## src/rtl/tksti_pkg.sv

```systemverilog
package tksti_pkg;

    localparam int unsigned SCORE_W = 32;
    localparam int unsigned TIME_W  = 24;
    localparam int unsigned TAG_W   = 32;
    localparam int unsigned RANK_W  = 5;

    localparam logic OP_INSERT = 1'b0;
    localparam logic OP_DUMP   = 1'b1;

    typedef struct packed {
        logic                      op;
        logic signed [SCORE_W-1:0] score;
        logic [TIME_W-1:0]         finish_time;
        logic [TAG_W-1:0]          player_tag;
    } t_in_item;

    typedef struct packed {
        logic [RANK_W-1:0]         rank_slot;
        logic                      slot_valid;
        logic signed [SCORE_W-1:0] out_score;
        logic [TIME_W-1:0]         out_time;
        logic [TAG_W-1:0]          out_tag;
        logic                      last;
    } t_out_item;

    typedef struct packed {
        logic signed [SCORE_W-1:0] score;
        logic [TIME_W-1:0]         ftime;
        logic [TAG_W-1:0]          tag;
    } t_entry;

    // per-cycle command to every cell of the chain
    typedef struct packed {
        logic ins;  // insert the broadcast entry, worse entries move down
        logic rot;  // rotate the chain one slot toward cell 0
    } t_cell_ctl;

    typedef enum logic [1:0] {
        ST_IDLE,
        ST_INS,
        ST_DUMP
    } t_state;

    // a strictly above b: higher score, or equal score and lower time
    function automatic logic ranks_above(input t_entry a, input t_entry b);
        logic res;
        if (a.score != b.score) begin
            res = (a.score > b.score);
        end else begin
            res = (a.ftime < b.ftime);
        end
        return res;
    endfunction

endpackage

```

## src/rtl/tksti_cell.sv

```systemverilog
module tksti_cell
    import tksti_pkg::*;
(
    input  logic      i_clk,
    input  logic      i_rst_n,
    input  t_cell_ctl i_ctl,
    input  t_entry    i_new,
    input  t_entry    i_prev_ent,
    input  logic      i_prev_valid,
    input  logic      i_prev_above,
    input  t_entry    i_next_ent,
    input  logic      i_next_valid,
    output t_entry    o_ent,
    output logic      o_valid,
    output logic      o_above
);

    t_entry r_ent;
    t_entry n_ent;
    logic   r_valid;
    logic   n_valid;

    // an empty slot is worse than any entry
    assign o_above = !r_valid || ranks_above(i_new, r_ent);

    always_comb begin
        n_ent   = r_ent;
        n_valid = r_valid;
        if (i_ctl.rot) begin
            n_ent   = i_next_ent;
            n_valid = i_next_valid;
        end else if (i_ctl.ins) begin
            if (i_prev_above) begin
                n_ent   = i_prev_ent;
                n_valid = i_prev_valid;
            end else if (o_above) begin
                n_ent   = i_new;
                n_valid = 1'b1;
            end
        end
    end

    always_ff @(posedge i_clk) begin
        if (!i_rst_n) begin
            r_valid <= 1'b0;
        end else begin
            r_valid <= n_valid;
        end
    end

    always_ff @(posedge i_clk) begin
        r_ent <= n_ent;
    end

    assign o_ent   = r_ent;
    assign o_valid = r_valid;

endmodule

```

## src/rtl/top_k_score_table_insert_top.sv

```systemverilog
// sorted top-k score table built as a chain of slot cells
// command channel: an item (op, score, finish_time, player_tag) is taken at a
// rising edge with i_start high and o_busy low
// result channel: each result sits on o_result for one cycle with o_strobe
// high; there is no back-pressure, the receiver must take it then
// insert (op 0): the item is broadcast to all cells, each cell compares it
// with its own entry in parallel, and the chain moves worse entries down one
// slot in the same cycle; a single registered result gives the
// slot taken, or TABLE_DEPTH with slot_valid low if the item was dropped
// dump (op 1): the chain rotates toward cell 0 once a cycle and cell 0 is
// reported each time; TABLE_DEPTH results follow on consecutive cycles,
// with last high on the final one; after the full turn the table is back
// in place
// a new command is accepted only in the idle state, so the next item waits
// until an insert or a full dump has finished
// reset clears the slot valid bits (empty table) and the control state;
// the slot payload is never cleared since an empty slot is reported as zero
module top_k_score_table_insert_top
    import tksti_pkg::*;
#(
    parameter int unsigned TABLE_DEPTH = 16
) (
    input  logic      i_clk,
    input  logic      i_rst_n,
    input  logic      i_start,
    output logic      o_busy,
    input  t_in_item  i_item,
    output logic      o_strobe,
    output t_out_item o_result
);

    // wide enough to hold TABLE_DEPTH itself (the dropped code)
    localparam int unsigned RW = $clog2(TABLE_DEPTH + 1);

    t_state r_state;
    t_state n_state;

    // command register feeding the chain
    t_entry r_new;

    // dump position
    logic [RW-1:0] r_cnt;
    logic [RW-1:0] n_cnt;

    t_out_item r_result;
    t_out_item n_result;
    logic      r_strobe;
    logic      n_strobe;

    t_cell_ctl w_ctl;

    // chain wires
    t_entry                 w_ent [TABLE_DEPTH];
    logic [TABLE_DEPTH-1:0] w_valid;
    logic [TABLE_DEPTH-1:0] w_above;

    logic [RW-1:0]   w_pos;
    logic [RW+4:0]   w_pos_wide;
    logic [RW+4:0]   w_cnt_wide;
    logic            w_accept;
    logic            w_dump_end;

    assign w_accept   = i_start && (r_state == ST_IDLE);
    assign w_dump_end = (r_cnt == RW'(TABLE_DEPTH - 1));

    // cell chain: cell i hands its entry down on insert and up on rotate
    for (genvar gi = 0; gi < TABLE_DEPTH; gi++) begin : g_cell
        t_entry w_prev_ent;
        logic   w_prev_valid;
        logic   w_prev_above;

        if (gi == 0) begin : g_head
            assign w_prev_ent   = '0;
            assign w_prev_valid = 1'b0;
            assign w_prev_above = 1'b0;
        end else begin : g_body
            assign w_prev_ent   = w_ent[gi-1];
            assign w_prev_valid = w_valid[gi-1];
            assign w_prev_above = w_above[gi-1];
        end

        tksti_cell u_cell (
            .i_clk        (i_clk),
            .i_rst_n      (i_rst_n),
            .i_ctl        (w_ctl),
            .i_new        (r_new),
            .i_prev_ent   (w_prev_ent),
            .i_prev_valid (w_prev_valid),
            .i_prev_above (w_prev_above),
            .i_next_ent   (w_ent[(gi + 1) % TABLE_DEPTH]),
            .i_next_valid (w_valid[(gi + 1) % TABLE_DEPTH]),
            .o_ent        (w_ent[gi]),
            .o_valid      (w_valid[gi]),
            .o_above      (w_above[gi])
        );
    end

    // first cell the new entry beats; above flags are monotone along the chain
    always_comb begin
        w_pos = RW'(TABLE_DEPTH);
        for (int i = TABLE_DEPTH - 1; i >= 0; i--) begin
            if (w_above[i]) begin
                w_pos = RW'(i);
            end
        end
    end

    // rank codes are reported on five bits
    assign w_pos_wide = {5'b0, w_pos};
    assign w_cnt_wide = {5'b0, r_cnt};

    // next state
    always_comb begin
        n_state = r_state;
        case (r_state)
            ST_IDLE: begin
                if (i_start) begin
                    n_state = (i_item.op == OP_DUMP) ? ST_DUMP : ST_INS;
                end
            end
            ST_INS: begin
                n_state = ST_IDLE;
            end
            ST_DUMP: begin
                if (w_dump_end) begin
                    n_state = ST_IDLE;
                end
            end
            default: begin
                n_state = ST_IDLE;
            end
        endcase
    end

    // chain commands and result
    always_comb begin
        w_ctl    = '0;
        n_cnt    = r_cnt;
        n_result = r_result;
        n_strobe = 1'b0;
        case (r_state)
            ST_IDLE: begin
                n_cnt = '0;
            end
            ST_INS: begin
                w_ctl.ins           = 1'b1;
                n_strobe            = 1'b1;
                n_result.rank_slot  = w_pos_wide[4:0];
                n_result.slot_valid = |w_above;
                n_result.out_score  = (|w_above) ? r_new.score : '0;
                n_result.out_time   = (|w_above) ? r_new.ftime : '0;
                n_result.out_tag    = (|w_above) ? r_new.tag   : '0;
                n_result.last       = 1'b1;
            end
            ST_DUMP: begin
                w_ctl.rot           = 1'b1;
                n_strobe            = 1'b1;
                n_cnt               = r_cnt + RW'(1);
                n_result.rank_slot  = w_cnt_wide[4:0];
                n_result.slot_valid = w_valid[0];
                n_result.out_score  = w_valid[0] ? w_ent[0].score : '0;
                n_result.out_time   = w_valid[0] ? w_ent[0].ftime : '0;
                n_result.out_tag    = w_valid[0] ? w_ent[0].tag   : '0;
                n_result.last       = w_dump_end;
            end
            default: begin
                w_ctl = '0;
            end
        endcase
    end

    always_ff @(posedge i_clk) begin
        if (!i_rst_n) begin
            r_state  <= ST_IDLE;
            r_strobe <= 1'b0;
            r_cnt    <= '0;
        end else begin
            r_state  <= n_state;
            r_strobe <= n_strobe;
            r_cnt    <= n_cnt;
        end
    end

    always_ff @(posedge i_clk) begin
        r_result <= n_result;
        if (w_accept) begin
            r_new.score <= i_item.score;
            r_new.ftime <= i_item.finish_time;
            r_new.tag   <= i_item.player_tag;
        end
    end

    assign o_busy   = (r_state != ST_IDLE);
    assign o_strobe = r_strobe;
    assign o_result = r_result;

`ifndef SYNTH
    // a result only ever follows a cycle of work
    a_strobe_after_work: assert property (@(posedge i_clk) disable iff (!i_rst_n)
        o_strobe |-> $past(r_state != ST_IDLE))
        else $error("result without preceding work cycle");

    // at rest the occupied slots form a solid run from cell 0
    a_valid_packed: assert property (@(posedge i_clk) disable iff (!i_rst_n)
        (r_state == ST_IDLE) |-> (((w_valid + TABLE_DEPTH'(1)) & w_valid) == '0))
        else $error("slot valid bits not contiguous");

    // an insert into a table with room always grows it by one
    a_insert_grows: assert property (@(posedge i_clk) disable iff (!i_rst_n)
        (r_state == ST_INS) && !w_valid[TABLE_DEPTH-1]
        |=> $countones(w_valid) == $past($countones(w_valid)) + 1)
        else $error("insert did not add an entry");

    // a dump ends with last on its final result
    a_dump_last: assert property (@(posedge i_clk) disable iff (!i_rst_n)
        (r_state == ST_DUMP) && w_dump_end |=> o_strobe && o_result.last)
        else $error("dump did not end with last");
`endif

endmodule
```

## config.mk

```make
export PLATFORM = sky130hd
export DESIGN_NAME = top_k_score_table_insert_top
export DESIGN_NICKNAME = d
export VERILOG_FILES = /design/src/rtl/tksti_pkg.sv /design/src/rtl/tksti_cell.sv /design/src/rtl/top_k_score_table_insert_top.sv
export SDC_FILE = /design/constraint.sdc
export NUM_CORES = 2
export LEC_CHECK = 0
export BUFFER_PORTS_ARGS = -buffer_cell sky130_fd_sc_hd__buf_2
export CAP_MARGIN = 20
export CORE_ASPECT_RATIO = 1.1
export CORE_MARGIN = 10
export CORE_UTILIZATION = 55
export DETAILED_ROUTE_END_ITERATION = 8
export PLACE_DENSITY_LB_ADDON = 0.1
export SLEW_MARGIN = 20
export SYNTH_ARGS = -nofsm -noshare
export SYNTH_HDL_FRONTEND = slang
export SYNTH_SLANG_ARGS = --single-unit
```

## constraint.sdc

```tcl
create_clock -name i_clk -period 9.8 [get_ports i_clk]
set_input_delay 1.96 -clock i_clk [delete_from_list [all_inputs] [get_ports i_clk]]
set_output_delay 1.96 -clock i_clk [all_outputs]
set_load 0.01 [all_outputs]
```

==> flow_metrics.py <==
metrics = {
    "global_route": {
        "grt_max_degree": 279,
        "grt-ovfl-total": 0,
        "grt_usage_pct": 31.7,
        "grt_pass1_wl_um": 483000,
        "use_met2_pct": 50.1,
        "grt_pass1_vias": 76661,
        "grt_util_met1_pct": 41.8,
        "antenna_found_initial": 15,
        "top_usage_layer": "met2",
        "met3_usage_pct": 5.69,
    },
    "worst_setup_path": {
        "start_kind": "flop",
        "worst_r2r_path_depth": 14,
        "cp-end-kind": "flop",
        "cp_num_buf_inv": 5,
        "path_cells": "buf_4 -> ha_1 -> nand4_1 -> nor2_1 -> nand3_1 -> o41ai_1 -> nand3_1 -> o211ai_1 -> buf_4 -> inv_1 -> nand2_1 -> inv_1 -> a21oi_4 -> buf_12",
        "critPathSlowestCell": "o41ai_1",
        "crit_type": "reg2reg",
        "crit_required_ns": 10.27,
        "path_depth": 14,
        "r2r_start": "r_new[87]",
        "cp_top_family": "simple AND/OR/NAND/NOR gates",
        "r2r_slack_ns": 1.68,
        "path_max_fanout": 72,
        "timing.rr.end": "g_cell[3].u_cell.o_ent[5]",
        "critical_path_arrival_ns": 8.60,
        "cpPeakStageDelay_ns": 1.05,
    },
    "floorplanning": {
        "die_h_um": 467,
        "core.rowCount": 164,
        "top_level_ports": 189,
        "core_mm2": 0.181,
        "die_w_um": 427,
        "floorplan.initialDensity_pct": 55.2,
        "die-area_mm2": 0.199,
    },
    "place": {
        "gp_congestion": 0.958,
        "io_buffers": 188,
        "dp_hpwl_um": 216000,
        "dp_slack_ns": 2.02,
    },
    "timing": {
        "skew_ns": 0.0411,
        "fin_ws_ns": 1.68,
        "finalHoldViolCount": 0,
        "min_period_ns": 8.12,
        "slew_headroom_pct": 16.4,
        "fin_crit_sh_pct": 82.9,
        "setup_viol": 0,
        "worst_slew_pin_slew_ns": 1.25,
        "fmax_ghz": 0.123,
        "report.final.slew_viol_count": 0,
        "holdWs_ns": 0.502,
        "rsz0062_at_grt": "false",
        "fin_setup_tns_ns": 0,
    },
    "clock_tree": {
        "clk_pin_slew_worst_paths_ns": 0.06,
        "cts_tree": "built",
        "clockBufferDepth": 3,
        "cts-resized-gates": 0,
        "cts_setup_buffers": 0,
        "cts.sinks": 1615,
        "htreeDepth": 4,
        "cts_buffers": 178,
        "root_buffer": "clkbuf_16",
        "insertion_delay_ns": 0.86,
        "hold_buffers": 0,
    },
    "routing": {
        "drc": 0,
        "ant_nets": 0,
        "via_per_inst": 6.24,
        "drt_wl_total_um": 324000,
        "wl_per_cell_um": 25.9,
        "drtIter0Drc": 8817,
        "drt_first_pass_iters": 6,
        "vias": 77974,
    },
    "pwr": {
        "combPwrFrac_pct": 21.3,
        "swShare_pct": 31.6,
        "leakagePower_nw": 45.5,
        "power.density_mw_per_mm2": 186,
        "clkPwrFrac_pct": 32.9,
        "max-vdd-ir-drop_mv": 0.242,
        "p_seq_share_pct": 45.8,
        "p_total_mw": 20.3,
        "p_sw_mw": 6.40,
        "internal_power_mw": 13.9,
    },
    "synth": {
        "yosysWarnings": 0,
        "syn_avg_cell_area_um2": 9.98,
        "syn_nets": 10992,
        "synth_seq_cells": 1615,
        "synth_cells": 10016,
        "synth-edff-count": 1591,
        "async_reset_ff_share_pct": 0,
        "synth.distinct_cells": 79,
        "synth_area_mm2": 0.100,
        "seq_area_frac_synth_pct": 48.3,
        "ys.flop_type": "edfxtp_1",
    },
    "run_status": {
        "status": "finished, final reports clean",
    },
    "min_path": {
        "holdPathStages": 2,
        "hold_end": "r_state[0]",
        "min_from": "r_state[0]",
        "hold_class": "reg2reg",
    },
    "cells_and_area": {
        "drive_gt1_share_pct": 6.52,
        "finalNetCount": 10922,
        "layout_commonest_cell": "nand2_1",
        "final_cell_mix": "1623 x nand2_1, 1591 x edfxtp_1, 1515 x o21ai_0",
        "area_growth_pct": 9.08,
    },
    "run": {
        "drv_cap": 0,
    },
}
==> per-stage QoR <==
step | area [um2] | util [%] | std cells
final | 109000 | 60.2 | 12504
after global routing | 109000 | 60.2 | 12501
after CTS | 109000 | 60.2 | 12497
after detailed placement | 103000 | 57.1 | 12172
after global placement | 103000 | 57.0 | 12165
after floorplan | 100000 | - | 10016
==> cell families (layout without fill, tap and decap cells) <==
logic type      after synthesis  after routing  synth area share, %
compound gates             2469           2469                 13.6
simple gates               2417           2417                 10.1
flops                      1615           1615                 48.3
buf+inv                    1514           1589                 5.82
mux                        1116           1116                 11.2
fa+ha+maj                   884            884                 11.1
xor+xnor                      1              1              0.00876
other cells                   0              6                    0
==> worst register-to-register path, delay by kind of cell, from the launching register on <==
family	cells	cell delay [ns]
adder cells (fa/ha/maj)	1	0.55
buffers and inverters	5	1.89
flip-flops	1	0.35
AND/OR/NAND/NOR	5	2.70
AO/OA/AOI/OAI	3	2.15
==> layout make-up <==
type / count / area, um2
Timing Repair Buffer: 356 / 2440
Clock inverter: 99 / 886
Sequential cell: 1615 / 48300
Clock buffer: 226 / 4710
Tap cell: 2407 / 3010
Inverter: 908 / 3420
Multi-Input combinational cell: 6887 / 46400
Antenna cell: 6 / 15.0
Fill cell: 15429 / 72100
==> layer usage <==
layer | wire, um | up-vias
li1 | - | 35931
met2 | 147000 | 2979
met1 | 134000 | 38396
met4 | 17800 | 10
met3 | 25600 | 658
met5 | 74 | -
==> state kept, by name, summed over array words and instances (netlist names) <==
signal,flops
r_state,2
g_cell.u_cell.o_ent,1408
g_cell.u_cell.o_valid,16
o_strobe,1
r_cnt,5
r_new,88
o_result,95
==> power groups by stage <==
stage,logic (mW),clock network [mW],registers [mW]
6_report,4.32,6.66,9.29
5_1_grt,4.75,7.00,9.37
4_1_cts,4.26,6.74,9.28
3_5_place_dp,4.24,0,9.42
3_3_place_gp,4.09,0,9.41
2_1_floorplan,2.72,0,9.33
==> cells in the mapped netlist, types with 24 or more instances <==
library cell	count	share of area (%)
edfxtp_1	1591	48
o22ai_1	90	0.56
a21o_1	89	0.67
inv_1	905	3.4
dfxtp_1	24	0.48
nand2b_1	25	0.16
nand4_1	147	0.92
buf_2	80	0.40
nor2b_1	32	0.20
nor4_1	33	0.21
nand3_1	83	0.42
a211oi_1	72	0.54
clkbuf_1	495	1.9
a21oi_1	470	2.4
o211ai_1	33	0.25
nor3_1	56	0.28
nor2_1	359	1.3
mux2i_1	1112	11
o21ai_0	1516	7.6
ha_1	884	11
nand2_1	1623	6.1
o21a_1	29	0.22
==> worst max path at each step <==
stage,start,endpoint,slack (ns)
2_1_floorplan,r_state[1],g_cell[6].u_cell.o_ent[0],1.55
5_1_grt,r_new[59],g_cell[3].u_cell.o_ent[64],1.86
6_report,r_new[87],g_cell[3].u_cell.o_ent[5],1.68
3_3_place_gp,r_new[77],g_cell[13].u_cell.o_ent[39],1.50
3_5_place_dp,r_new[57],g_cell[3].u_cell.o_ent[67],2.02
4_1_cts,r_new[57],g_cell[3].u_cell.o_ent[71],1.98
Note: power is estimated with default switching activity, not from simulation.
